<file path="config.mk">
export PLATFORM = sky130hd
export DESIGN_NAME = touch_press_hold_swipe_tracker_flat
export DESIGN_NICKNAME = d
export VERILOG_FILES = /design/src/tpst_pkg.sv /design/src/tpst_in_if.sv /design/src/tpst_out_if.sv /design/src/tpst_core.sv /design/src/tpst_queue.sv /design/src/touch_press_hold_swipe_tracker.sv /design/src/flat_wrapper.sv
export SDC_FILE = /design/constraint.sdc
export NUM_CORES = 1
export LEC_CHECK = 0
export ABC_AREA = 1
export BUFFER_PORTS_ARGS = -buffer_cell sky130_fd_sc_hd__buf_4
export CORE_MARGIN = 2
export CORE_UTILIZATION = 35
export CTS_BUF_LIST = sky130_fd_sc_hd__clkbuf_4 sky130_fd_sc_hd__clkbuf_8
export DETAILED_ROUTE_END_ITERATION = 12
export SLEW_MARGIN = 20
export SYNTH_ARGS = -nofsm -noshare
export SYNTH_HDL_FRONTEND = slang
export SYNTH_SLANG_ARGS = --single-unit
</file>
<file path="constraint.sdc">
create_clock -name clk -period 8.5 [get_ports clk]
set_input_delay 2.125 -clock clk [delete_from_list [all_inputs] [get_ports clk]]
set_output_delay 2.125 -clock clk [all_outputs]
set_load 0.01 [all_outputs]
</file>
<file path="src/tpst_pkg.sv">
// Shared types and constants of the touch press, hold and swipe tracker.
`default_nettype none
package tpst_pkg;

  // Coordinate width used inside the tracker
  localparam int COORD_W = 12;

  // Hold counter restarts once it passes this value
  localparam logic [15:0] HOLD_WRAP = 16'd64999;

  // Configuration register indexes
  localparam logic [2:0] CFG_PRESS_DELAY   = 3'd0;
  localparam logic [2:0] CFG_HOLD_DELAY    = 3'd1;
  localparam logic [2:0] CFG_REPEAT_PERIOD = 3'd2;
  localparam logic [2:0] CFG_STILL_LIMIT   = 3'd3;
  localparam logic [2:0] CFG_SLIDE_LIMIT   = 3'd4;

  // Reset values of the configuration registers
  localparam logic [15:0] PRESS_DELAY_RST   = 16'd3;
  localparam logic [15:0] HOLD_DELAY_RST    = 16'd50;
  localparam logic [15:0] REPEAT_PERIOD_RST = 16'd10;
  localparam logic [11:0] STILL_LIMIT_RST   = 12'd3;
  localparam logic [11:0] SLIDE_LIMIT_RST   = 12'd20;

  typedef enum logic [3:0] {
    EV_DOWN       = 4'd0,
    EV_HOLD       = 4'd1,
    EV_REPEAT     = 4'd2,
    EV_UP_BEFORE  = 4'd3,
    EV_UP_AFTER   = 4'd4,
    EV_LEFT       = 4'd5,
    EV_RIGHT      = 4'd6,
    EV_UP         = 4'd7,
    EV_SWIPE_DOWN = 4'd8
  } event_t;

  typedef struct packed {
    event_t      event_code;
    logic [11:0] event_x;
    logic [11:0] event_y;
    logic        last_of_run;
  } result_t;

  // Results of one processed sample, pushed into the result queue
  typedef struct packed {
    logic [1:0] n;
    result_t    r0;
    result_t    r1;
  } push_t;

endpackage
`default_nettype wire

</file>
<file path="src/tpst_in_if.sv">
// Sample channel: valid/ready handshake with point count and coordinates.
`default_nettype none
interface tpst_in_if;
  logic        valid;
  logic        ready;
  logic [3:0]  point_count;
  logic [11:0] x_pos;
  logic [11:0] y_pos;

  modport source (output valid, output point_count, output x_pos, output y_pos,
                  input ready);
  modport sink (input valid, input point_count, input x_pos, input y_pos,
                output ready);
endinterface
`default_nettype wire

</file>
<file path="src/tpst_out_if.sv">
// Event channel: valid/ready handshake with one event per transfer.
`default_nettype none
interface tpst_out_if;
  logic        valid;
  logic        ready;
  logic [3:0]  event_code;
  logic [11:0] event_x;
  logic [11:0] event_y;
  logic        last_of_run;

  modport source (output valid, output event_code, output event_x, output event_y,
                  output last_of_run, input ready);
  modport sink (input valid, input event_code, input event_x, input event_y,
                input last_of_run, output ready);
endinterface
`default_nettype wire

</file>
<file path="src/tpst_core.sv">
// Sample register, configuration registers, tracking state and event logic.
`default_nettype none
module tpst_core
  import tpst_pkg::*;
(
  input  wire logic        clk,
  input  wire logic        rst_n,
  tpst_in_if.sink          in_ch,
  input  wire logic        cfg_we,
  input  wire logic [2:0]  cfg_index,
  input  wire logic [15:0] cfg_data,
  input  wire logic [1:0]  room,
  output push_t            push
);

  typedef enum logic [2:0] {
    KS_NONE,
    KS_DOWN,
    KS_HOLD,
    KS_REPEAT
  } key_t;

  // Sample register
  logic                s_valid_r;
  logic [3:0]          s_count_r;
  logic [COORD_W-1:0]  s_x_r, s_y_r;

  // Configuration
  logic [15:0] press_delay_r, hold_delay_r, repeat_period_r;
  logic [11:0] still_limit_r, slide_limit_r;

  // Tracking state
  key_t               key_r, key_nxt;
  logic               touching_r, touching_nxt;
  logic [15:0]        hold_cnt_r, hold_cnt_nxt;
  logic [15:0]        phase_r, phase_nxt;
  logic [COORD_W-1:0] start_x_r, start_x_nxt, start_y_r, start_y_nxt;
  logic [COORD_W-1:0] last_x_r, last_x_nxt, last_y_r, last_y_nxt;
  logic [COORD_W-1:0] shift_x_r, shift_x_nxt, shift_y_r, shift_y_nxt;

  logic        accept, fire;
  logic [1:0]  n;
  event_t      evs [2];
  logic [15:0] hc1, ph1;
  logic        multiple, still_now, still_old;

  assign accept      = in_ch.valid && in_ch.ready;
  assign fire        = s_valid_r && (n <= room);
  assign in_ch.ready = !s_valid_r || fire;

  // Work out the events of the held sample and the next state
  always_comb begin
    key_nxt      = key_r;
    touching_nxt = touching_r;
    hold_cnt_nxt = hold_cnt_r;
    phase_nxt    = phase_r;
    start_x_nxt  = start_x_r;
    start_y_nxt  = start_y_r;
    last_x_nxt   = last_x_r;
    last_y_nxt   = last_y_r;
    shift_x_nxt  = shift_x_r;
    shift_y_nxt  = shift_y_r;
    n            = 2'd0;
    evs[0]       = EV_DOWN;
    evs[1]       = EV_DOWN;
    hc1          = 16'd1;
    ph1          = 16'd1;
    multiple     = 1'b0;
    still_now    = 1'b0;
    still_old    = (12'(shift_x_r) < still_limit_r) && (12'(shift_y_r) < still_limit_r);

    if (s_count_r == 4'd1) begin
      if (!touching_r) begin
        touching_nxt = 1'b1;
        start_x_nxt  = s_x_r;
        start_y_nxt  = s_y_r;
      end
      last_x_nxt  = s_x_r;
      last_y_nxt  = s_y_r;
      shift_x_nxt = (start_x_nxt > s_x_r) ? start_x_nxt - s_x_r : s_x_r - start_x_nxt;
      shift_y_nxt = (start_y_nxt > s_y_r) ? start_y_nxt - s_y_r : s_y_r - start_y_nxt;

      // Restart both counters once the hold count passes its wrap point
      if (hold_cnt_r > HOLD_WRAP) begin
        hc1 = 16'd1;
        ph1 = 16'd1;
      end else begin
        hc1 = hold_cnt_r + 16'd1;
        ph1 = phase_r + 16'd1;
      end
      multiple     = ph1 >= repeat_period_r;
      hold_cnt_nxt = hc1;
      phase_nxt    = multiple ? 16'd0 : ph1;

      still_now = (12'(shift_x_nxt) < still_limit_r) && (12'(shift_y_nxt) < still_limit_r);
      if (still_now) begin
        if (hc1 >= press_delay_r && hc1 < hold_delay_r && key_nxt == KS_NONE) begin
          key_nxt     = KS_DOWN;
          evs[n[0]]   = EV_DOWN;
          n           = n + 2'd1;
        end
        if (hc1 >= hold_delay_r && key_nxt == KS_DOWN) begin
          key_nxt     = KS_HOLD;
          evs[n[0]]   = EV_HOLD;
          n           = n + 2'd1;
        end
        if (multiple && (key_nxt == KS_HOLD || key_nxt == KS_REPEAT)) begin
          key_nxt     = KS_REPEAT;
          evs[n[0]]   = EV_REPEAT;
          n           = n + 2'd1;
        end
      end
    end else if (s_count_r == 4'd0) begin
      // Release: classify the gesture from the last single-point sample
      if (touching_r) begin
        if (still_old) begin
          if (key_r == KS_DOWN) begin
            evs[0] = EV_UP_BEFORE;
            n      = 2'd1;
          end else if (key_r == KS_HOLD || key_r == KS_REPEAT) begin
            evs[0] = EV_UP_AFTER;
            n      = 2'd1;
          end
        end else if (shift_x_r > shift_y_r && 12'(shift_x_r) >= slide_limit_r) begin
          if (start_x_r > last_x_r) begin
            evs[0] = EV_LEFT;
            n      = 2'd1;
          end else if (start_x_r < last_x_r) begin
            evs[0] = EV_RIGHT;
            n      = 2'd1;
          end
        end else if (shift_x_r < shift_y_r && 12'(shift_y_r) >= slide_limit_r) begin
          if (start_y_r > last_y_r) begin
            evs[0] = EV_UP;
            n      = 2'd1;
          end else if (start_y_r < last_y_r) begin
            evs[0] = EV_SWIPE_DOWN;
            n      = 2'd1;
          end
        end
      end
      touching_nxt = 1'b0;
      key_nxt      = KS_NONE;
      hold_cnt_nxt = 16'd0;
      phase_nxt    = 16'd0;
      start_x_nxt  = '0;
      start_y_nxt  = '0;
    end
  end

  // Build the push toward the result queue
  always_comb begin
    push.n              = fire ? n : 2'd0;
    push.r0.event_code  = evs[0];
    push.r0.event_x     = 12'(last_x_nxt);
    push.r0.event_y     = 12'(last_y_nxt);
    push.r0.last_of_run = (n == 2'd1);
    push.r1.event_code  = evs[1];
    push.r1.event_x     = 12'(last_x_nxt);
    push.r1.event_y     = 12'(last_y_nxt);
    push.r1.last_of_run = 1'b1;
  end

  // Hold the sample until its events fit in the queue
  always_ff @(posedge clk) begin
    if (!rst_n) begin
      s_valid_r <= 1'b0;
    end else if (accept) begin
      s_valid_r <= 1'b1;
    end else if (fire) begin
      s_valid_r <= 1'b0;
    end
  end

  always_ff @(posedge clk) begin
    if (accept) begin
      s_count_r <= in_ch.point_count;
      s_x_r     <= in_ch.x_pos[COORD_W-1:0];
      s_y_r     <= in_ch.y_pos[COORD_W-1:0];
    end
  end

  // Decode configuration writes; unknown indexes drop
  always_ff @(posedge clk) begin
    if (!rst_n) begin
      press_delay_r   <= PRESS_DELAY_RST;
      hold_delay_r    <= HOLD_DELAY_RST;
      repeat_period_r <= REPEAT_PERIOD_RST;
      still_limit_r   <= STILL_LIMIT_RST;
      slide_limit_r   <= SLIDE_LIMIT_RST;
    end else if (cfg_we) begin
      unique case (cfg_index)
        CFG_PRESS_DELAY:   press_delay_r   <= cfg_data;
        CFG_HOLD_DELAY:    hold_delay_r    <= cfg_data;
        CFG_REPEAT_PERIOD: repeat_period_r <= cfg_data;
        CFG_STILL_LIMIT:   still_limit_r   <= cfg_data[11:0];
        CFG_SLIDE_LIMIT:   slide_limit_r   <= cfg_data[11:0];
        default: ;
      endcase
    end
  end

  // Advance tracking state on each processed sample
  always_ff @(posedge clk) begin
    if (!rst_n) begin
      key_r      <= KS_NONE;
      touching_r <= 1'b0;
      hold_cnt_r <= 16'd0;
      phase_r    <= 16'd0;
      start_x_r  <= '0;
      start_y_r  <= '0;
      last_x_r   <= '0;
      last_y_r   <= '0;
      shift_x_r  <= '0;
      shift_y_r  <= '0;
    end else if (fire) begin
      key_r      <= key_nxt;
      touching_r <= touching_nxt;
      hold_cnt_r <= hold_cnt_nxt;
      phase_r    <= phase_nxt;
      start_x_r  <= start_x_nxt;
      start_y_r  <= start_y_nxt;
      last_x_r   <= last_x_nxt;
      last_y_r   <= last_y_nxt;
      shift_x_r  <= shift_x_nxt;
      shift_y_r  <= shift_y_nxt;
    end
  end

endmodule
`default_nettype wire

</file>
<file path="src/tpst_queue.sv">
// Two-entry result queue that takes up to two events a cycle.
`default_nettype none
module tpst_queue
  import tpst_pkg::*;
(
  input  wire logic  clk,
  input  wire logic  rst_n,
  input  push_t      push,
  output logic [1:0] room,
  tpst_out_if.source out_ch
);

  result_t    mem_r [2];
  logic       wp_r, rp_r;
  logic [1:0] cnt_r;
  logic       pop;
  result_t    head;

  assign head               = mem_r[rp_r];
  assign out_ch.valid       = (cnt_r != 2'd0);
  assign out_ch.event_code  = head.event_code;
  assign out_ch.event_x     = head.event_x;
  assign out_ch.event_y     = head.event_y;
  assign out_ch.last_of_run = head.last_of_run;

  assign pop  = out_ch.valid && out_ch.ready;
  // Free entries, counting the transfer leaving this cycle
  assign room = 2'(2'd2 - cnt_r + {1'b0, pop});

  // Store pushed events
  always_ff @(posedge clk) begin
    if (push.n != 2'd0) begin
      mem_r[wp_r] <= push.r0;
    end
    if (push.n == 2'd2) begin
      mem_r[~wp_r] <= push.r1;
    end
  end

  // Advance pointers and fill count
  always_ff @(posedge clk) begin
    if (!rst_n) begin
      wp_r  <= 1'b0;
      rp_r  <= 1'b0;
      cnt_r <= 2'd0;
    end else begin
      wp_r  <= wp_r ^ push.n[0];
      rp_r  <= rp_r ^ pop;
      cnt_r <= 2'(cnt_r + push.n - {1'b0, pop});
    end
  end

endmodule
`default_nettype wire

</file>
<file path="src/touch_press_hold_swipe_tracker.sv">
// Top level of the touch press, hold and swipe tracker.
//
// The in_ch channel takes one touch-panel sample per transfer: point count
// and the first point's coordinates. The out_ch channel delivers events, one
// per transfer, with last_of_run set on the final event of a sample. The
// cfg_ port writes the five timing and distance registers; the user must
// write them only while idle, as the block itself does not enforce it.
//
// A sample transfer loads an input register; the next cycle the event logic
// runs on it. Once its events fit, the tracking state updates and they enter
// the result queue, which offers them on out_ch. Throughput is one sample
// per cycle while the queue has room; a sample that causes two events (hold
// with repeat) needs two output transfers, so those set the pace there. The
// two-entry result queue sets how far the sides can drift apart.
//
// Reset restores the register defaults, clears the tracking state and
// empties the queue. When the receiver stalls, the queue fills, the sample
// in the input register waits until its events fit, and in_ch.ready drops.
`default_nettype none
module touch_press_hold_swipe_tracker
  import tpst_pkg::*;
(
  input  wire logic        clk,
  input  wire logic        rst_n,
  tpst_in_if.sink          in_ch,
  tpst_out_if.source       out_ch,
  input  wire logic        cfg_we,
  input  wire logic [2:0]  cfg_index,
  input  wire logic [15:0] cfg_data
);

  push_t      push;
  logic [1:0] room;

  tpst_core u_core (
    .clk       (clk),
    .rst_n     (rst_n),
    .in_ch     (in_ch),
    .cfg_we    (cfg_we),
    .cfg_index (cfg_index),
    .cfg_data  (cfg_data),
    .room      (room),
    .push      (push)
  );

  tpst_queue u_queue (
    .clk    (clk),
    .rst_n  (rst_n),
    .push   (push),
    .room   (room),
    .out_ch (out_ch)
  );

`ifndef SYNTHESIS
  // A push never overflows the queue
  a_push_fits: assert property (@(posedge clk) disable iff (!rst_n)
    push.n <= room)
    else $error("result push exceeds free queue entries");

  // A single event closes its run
  a_single_last: assert property (@(posedge clk) disable iff (!rst_n)
    push.n == 2'd1 |-> push.r0.last_of_run)
    else $error("single event without last_of_run");

  // Of a pair, only the second closes the run
  a_pair_last: assert property (@(posedge clk) disable iff (!rst_n)
    push.n == 2'd2 |-> !push.r0.last_of_run && push.r1.last_of_run)
    else $error("event pair with wrong last_of_run marks");

  // Two events of one sample are always hold then repeat
  a_pair_codes: assert property (@(posedge clk) disable iff (!rst_n)
    push.n == 2'd2 |-> push.r0.event_code == EV_HOLD && push.r1.event_code == EV_REPEAT)
    else $error("unexpected event pair");
`endif

endmodule
`default_nettype wire
</file>
<file path="src/flat_wrapper.sv">
// flat-port wrapper written by rule: the top's interface ports become plain ports
module touch_press_hold_swipe_tracker_flat import tpst_pkg::*;
  (clk, rst_n, cfg_we, cfg_index, cfg_data, in_ch_valid, in_ch_point_count, in_ch_x_pos, in_ch_y_pos, in_ch_ready, out_ch_valid, out_ch_event_code, out_ch_event_x, out_ch_event_y, out_ch_last_of_run, out_ch_ready);
  tpst_in_if in_ch_i ();
  tpst_out_if out_ch_i ();
  input  wire logic clk;
  input  wire logic rst_n;
  input  wire logic cfg_we;
  input  wire logic [2:0] cfg_index;
  input  wire logic [15:0] cfg_data;
  input wire logic [$bits(in_ch_i.valid)-1:0] in_ch_valid;
  input wire logic [$bits(in_ch_i.point_count)-1:0] in_ch_point_count;
  input wire logic [$bits(in_ch_i.x_pos)-1:0] in_ch_x_pos;
  input wire logic [$bits(in_ch_i.y_pos)-1:0] in_ch_y_pos;
  output wire logic [$bits(in_ch_i.ready)-1:0] in_ch_ready;
  output wire logic [$bits(out_ch_i.valid)-1:0] out_ch_valid;
  output wire logic [$bits(out_ch_i.event_code)-1:0] out_ch_event_code;
  output wire logic [$bits(out_ch_i.event_x)-1:0] out_ch_event_x;
  output wire logic [$bits(out_ch_i.event_y)-1:0] out_ch_event_y;
  output wire logic [$bits(out_ch_i.last_of_run)-1:0] out_ch_last_of_run;
  input wire logic [$bits(out_ch_i.ready)-1:0] out_ch_ready;
  assign in_ch_i.valid = in_ch_valid;
  assign in_ch_i.point_count = in_ch_point_count;
  assign in_ch_i.x_pos = in_ch_x_pos;
  assign in_ch_i.y_pos = in_ch_y_pos;
  assign in_ch_ready = in_ch_i.ready;
  assign out_ch_valid = out_ch_i.valid;
  assign out_ch_event_code = out_ch_i.event_code;
  assign out_ch_event_x = out_ch_i.event_x;
  assign out_ch_event_y = out_ch_i.event_y;
  assign out_ch_last_of_run = out_ch_i.last_of_run;
  assign out_ch_i.ready = out_ch_ready;
  touch_press_hold_swipe_tracker u_core (.clk(clk), .rst_n(rst_n), .in_ch(in_ch_i), .out_ch(out_ch_i), .cfg_we(cfg_we), .cfg_index(cfg_index), .cfg_data(cfg_data));
endmodule
</file>
==> impl_results.md <==
* Pre-antenna DRT Iters at 5
* Detail Route Antenna Nets at 0
* Post-synthesis compound-gate area fraction at 0.185
* Worst Min Path Start: u_core.u_queue.rp_r
* Routed len/inst at 15.4 microns
* CP max-delay cell: nor4_1
* Largest family of logic cells by synthesized area: compound AO/OA/AOI/OAI gates
* Commonest register cell after synthesis: dfxtp_1
* Tightest Pin Transition at 1010 ps
* Setup TNS at 0 ps
* Final slew viol count at 0
* Placeable Area at 47,800 sq um
* Root Driver: clkbuf_8
* Row count at 80
* Number of global-route vias before repair at 14.0k
* Largest net degree at the start of global routing at 86
* Syn Area/Cell at 7.95 sq um
* Chip height at 225 microns
* Status: completed
* Die width at 225 microns
* CP max FO at 16
* Top cells by area, synth: dfxtp_1 (22%), ha_1 (15%), edfxtp_1 (15%)
* XOR/XNOR Fraction of Synth Area at 0.0149
* Max Clk Rate at 123 MHz
* Final Hold Viols at 0
* Startpoint types: flip-flop
* Mapped Area at 17,000 sq um
* Top-Level Pins at 83
* Slew headroom at 0.320
* DP Cell Count at 2,782
* Hold-fix buffers, CTS at 0
* Num Clock Sinks at 272
* Critical Path End Type: output pin
* Post-DP HPWL at 33,300 microns
* Async set-reset flop share out of synthesis at 0
* Post-layout instance area at 19,500 sq um
* Hold Path End: u_core.u_queue.rp_r
* Worst Clk Skew at 41.4 ps
* Initial antenna violation count at 1
* Worst Path Required at 6380 ps
* Class of the worst hold path: flip-flop to flip-flop
* Tot Pwr at 3.35 mW
* Final WL at 44,400 microns
* Share of cells above drive strength 1 at 0.147
* DRC at 0
* H-tree lvl count at 2
* Hold depth at 1
* PwrDens at 171 nW/um^2
* Count of final setup violators at 0
* Reg-to-Reg Start: u_core.u_core.touching_r
* Post-DR vias/cell at 4.99
* CP max stage delay at 470 ps
* First-pass GRT wire length at 72,100 microns
* Synth cell types at 55
* CTS Buf Count at 47
* Final min period at 8100 ps
* Synth Area in Simple Gates at 0.166
* Setup Crit Path Kind: flip-flop to output pin
* Clock buffer depth at 3
* Number of synthesized flops with an enable pin at 84
* Port Buffers at 82
* CP arrival at 5980 ps
* Placement Cell Area at 18,200 sq um
* Via count at 14.4k
* Synth area leader: dfxtp_1
* Final core utilization at 0.408
* Synth Register Bits at 272
* Final instance count without filler cells at 2,883
* Full die area at 50,400 sq um
* Multiplexer share of the synthesized area at 0.0209
* R2R depth at 35
* Worst vdd ir at 100 uV
* # Max-Cap Violations at 0
* Number of DRC markers in iteration 0 at 809
* Clk slew on worst S/H paths at 60 ps
* CTS tree: done
* Final worst-path cycle share at 0.953
* P&R area growth vs syn at 14.6%
* Setup slack, reg-to-reg at 1280 ps
* Routability cong. at 0.867
* Synth Area in Adders at 0.157
* Seq/Total Area, Yosys at 0.369
* Post-Syn Nets at 2,404
* Initial core utilization at 0.356
* Reg2reg end: u_core.u_queue.mem_r[1][7]
* Cells after Synth at 2,141
* Clock latency reported for the late side of the worst-skew pair at 640 ps
* Most used cell, CP: inv_1
* Number of nets in the layout at 2,492
* Gr ovfl total at 0
* Tot GR Track Use at 0.177
* Ys Warns at 0
* Leakage Power at 8.69 nW
* Top cell type's share of synthesized area at 0.221
[sequential cells by signal (all words and copies together), names as in the netlist, named ones only]
name	flops
u_core.u_core.start_y_r	12
u_core.u_core.key_r	3
u_core.u_core.s_x_r	12
u_core.u_core.s_valid_r	1
u_core.u_queue.mem_r	58
u_core.u_core.slide_limit_r	12
u_core.u_core.still_limit_r	12
u_core.u_core.s_count_r	4
u_core.u_core.shift_y_r	12
u_core.u_core.hold_cnt_r	16
u_core.u_core.repeat_period_r	16
u_core.u_core.touching_r	1
u_core.u_queue.rp_r	1
u_core.u_queue.wp_r	1
u_core.u_queue.cnt_r	2
u_core.u_core.last_y_r	12
u_core.u_core.phase_r	16
u_core.u_core.shift_x_r	12
u_core.u_core.start_x_r	12
u_core.u_core.hold_delay_r	16
u_core.u_core.press_delay_r	16
u_core.u_core.last_x_r	12
u_core.u_core.s_y_r	12
[per-stage QoR]
stage | setup WS (ps) | hold slack, ps
after floorplan | 955 | 426
after global placement | 435 | 441
after detailed placement | 372 | 446
after CTS | 8.69 | 452
after global routing | -50.9 | 463
final | 398 | 452
[routing by layer]
| layer | vias to the layer above | GRT usage | routed length, microns |
|---|---|---|---|
| met1 | 6699 | 0.238 | 21200 |
| met4 | 0 | 0.0560 | 1120 |
| li1 | 7365 | - | - |
| met5 | - | 0 | 0 |
| met3 | 65 | 0.0338 | 2140 |
| met2 | 263 | 0.287 | 20000 |
[what timing repair did]
action / in CTS / in global routing
cloned: 0 / 0
pin swaps: 3 / 14
setup buffers: 2 / 11
gates resized for setup: 9 / 52
hold endpoints to repair: 0 / 0
endpoints found under the setup margin: 1 / 1
[worst max path at each step]
stage	from	endpoint	slack, ps	cells past startpoint
after floorplan	u_core.u_core.touching_r	in_ch_ready	960	34
after global placement	u_core.u_core.touching_r	in_ch_ready	440	33
after detailed placement	u_core.u_core.touching_r	in_ch_ready	370	36
after CTS	u_core.u_core.touching_r	in_ch_ready	9	34
final	u_core.u_core.touching_r	in_ch_ready	400	30
after global routing	u_core.u_core.touching_r	in_ch_ready	-50	36
[synthesized netlist by cell type (4+ instances only)]
cell type,instances
nand2_4,6
dfxtp_1,188
nor3_1,22
a21o_1,8
nand4_1,14
mux2i_1,4
edfxtp_1,84
a31oi_1,5
o21bai_1,5
a221oi_1,5
nor2_1,144
a211oi_1,10
inv_1,301
nand3_1,42
a21oi_1,273
fa_1,4
a22oi_1,12
ha_1,207
nand2_1,333
xor2_1,26
o21ai_0,235
nor2_4,22
nand2_2,9
clkbuf_1,67
mux2_2,28
clkinv_1,4
a21boi_0,6
o211ai_1,13
or2_2,22
[layout by cell type, fill, tap and decap left out, types with 8 or more instances in the layout]
cell | netlist | layout
xor2_1 | 26 | 24
mux2_2 | 28 | 28
clkbuf_4 | 0 | 19
ha_4 | 0 | 8
a211oi_1 | 10 | 9
nor2_4 | 22 | 24
nor3_1 | 22 | 22
a22oi_1 | 12 | 12
a21o_1 | 8 | 8
o211ai_1 | 13 | 13
inv_1 | 301 | 298
nand2_1 | 333 | 330
nand3_1 | 42 | 42
ha_1 | 207 | 196
clkinv_2 | 0 | 9
nand2_2 | 9 | 12
edfxtp_1 | 84 | 84
buf_4 | 0 | 109
a21oi_1 | 273 | 270
o21ai_0 | 235 | 223
or2_2 | 22 | 22
nor2_1 | 144 | 141
o21ai_2 | 1 | 8
clkbuf_8 | 0 | 54
nand4_1 | 14 | 14
dfxtp_1 | 188 | 187
[where the power goes]
part           internal, mW  leakage [nW]  switching, mW
Combinational         0.271          5.74          0.442
Sequential             1.37          2.43         0.0256
Clock                 0.668         0.522          0.569
Total                  2.31          8.69           1.04
[layout make-up]
type                    count  area, sq um
clock inverters            14         87.6
clock buffers              73          886
inverters                 308         1160
multi-input cells        1488         9470
diodes                      1         2.50
flip-flops and latches    272         6290
repair buffers            112          852
well taps                 615          769
fillers                  4820        28300
[critical path, delay by kind of cell, from the launching register on]
kind            cells  cell delay, ps
simple gates       10            1800
fa+ha+maj           3             830
xor+xnor            1             230
mux                 1             220
compound gates      7            1090
buf+inv             8             850
flops               1             340
[cell families after synthesis]
logic type	Yosys count
XOR/XNOR	29
flip-flops	272
AND/OR/NAND/NOR	630
buffers and inverters	381
adder cells (fa/ha/maj)	211
AO/OA/AOI/OAI	586
multiplexers	32
Power figures use the tool's default switching activity.
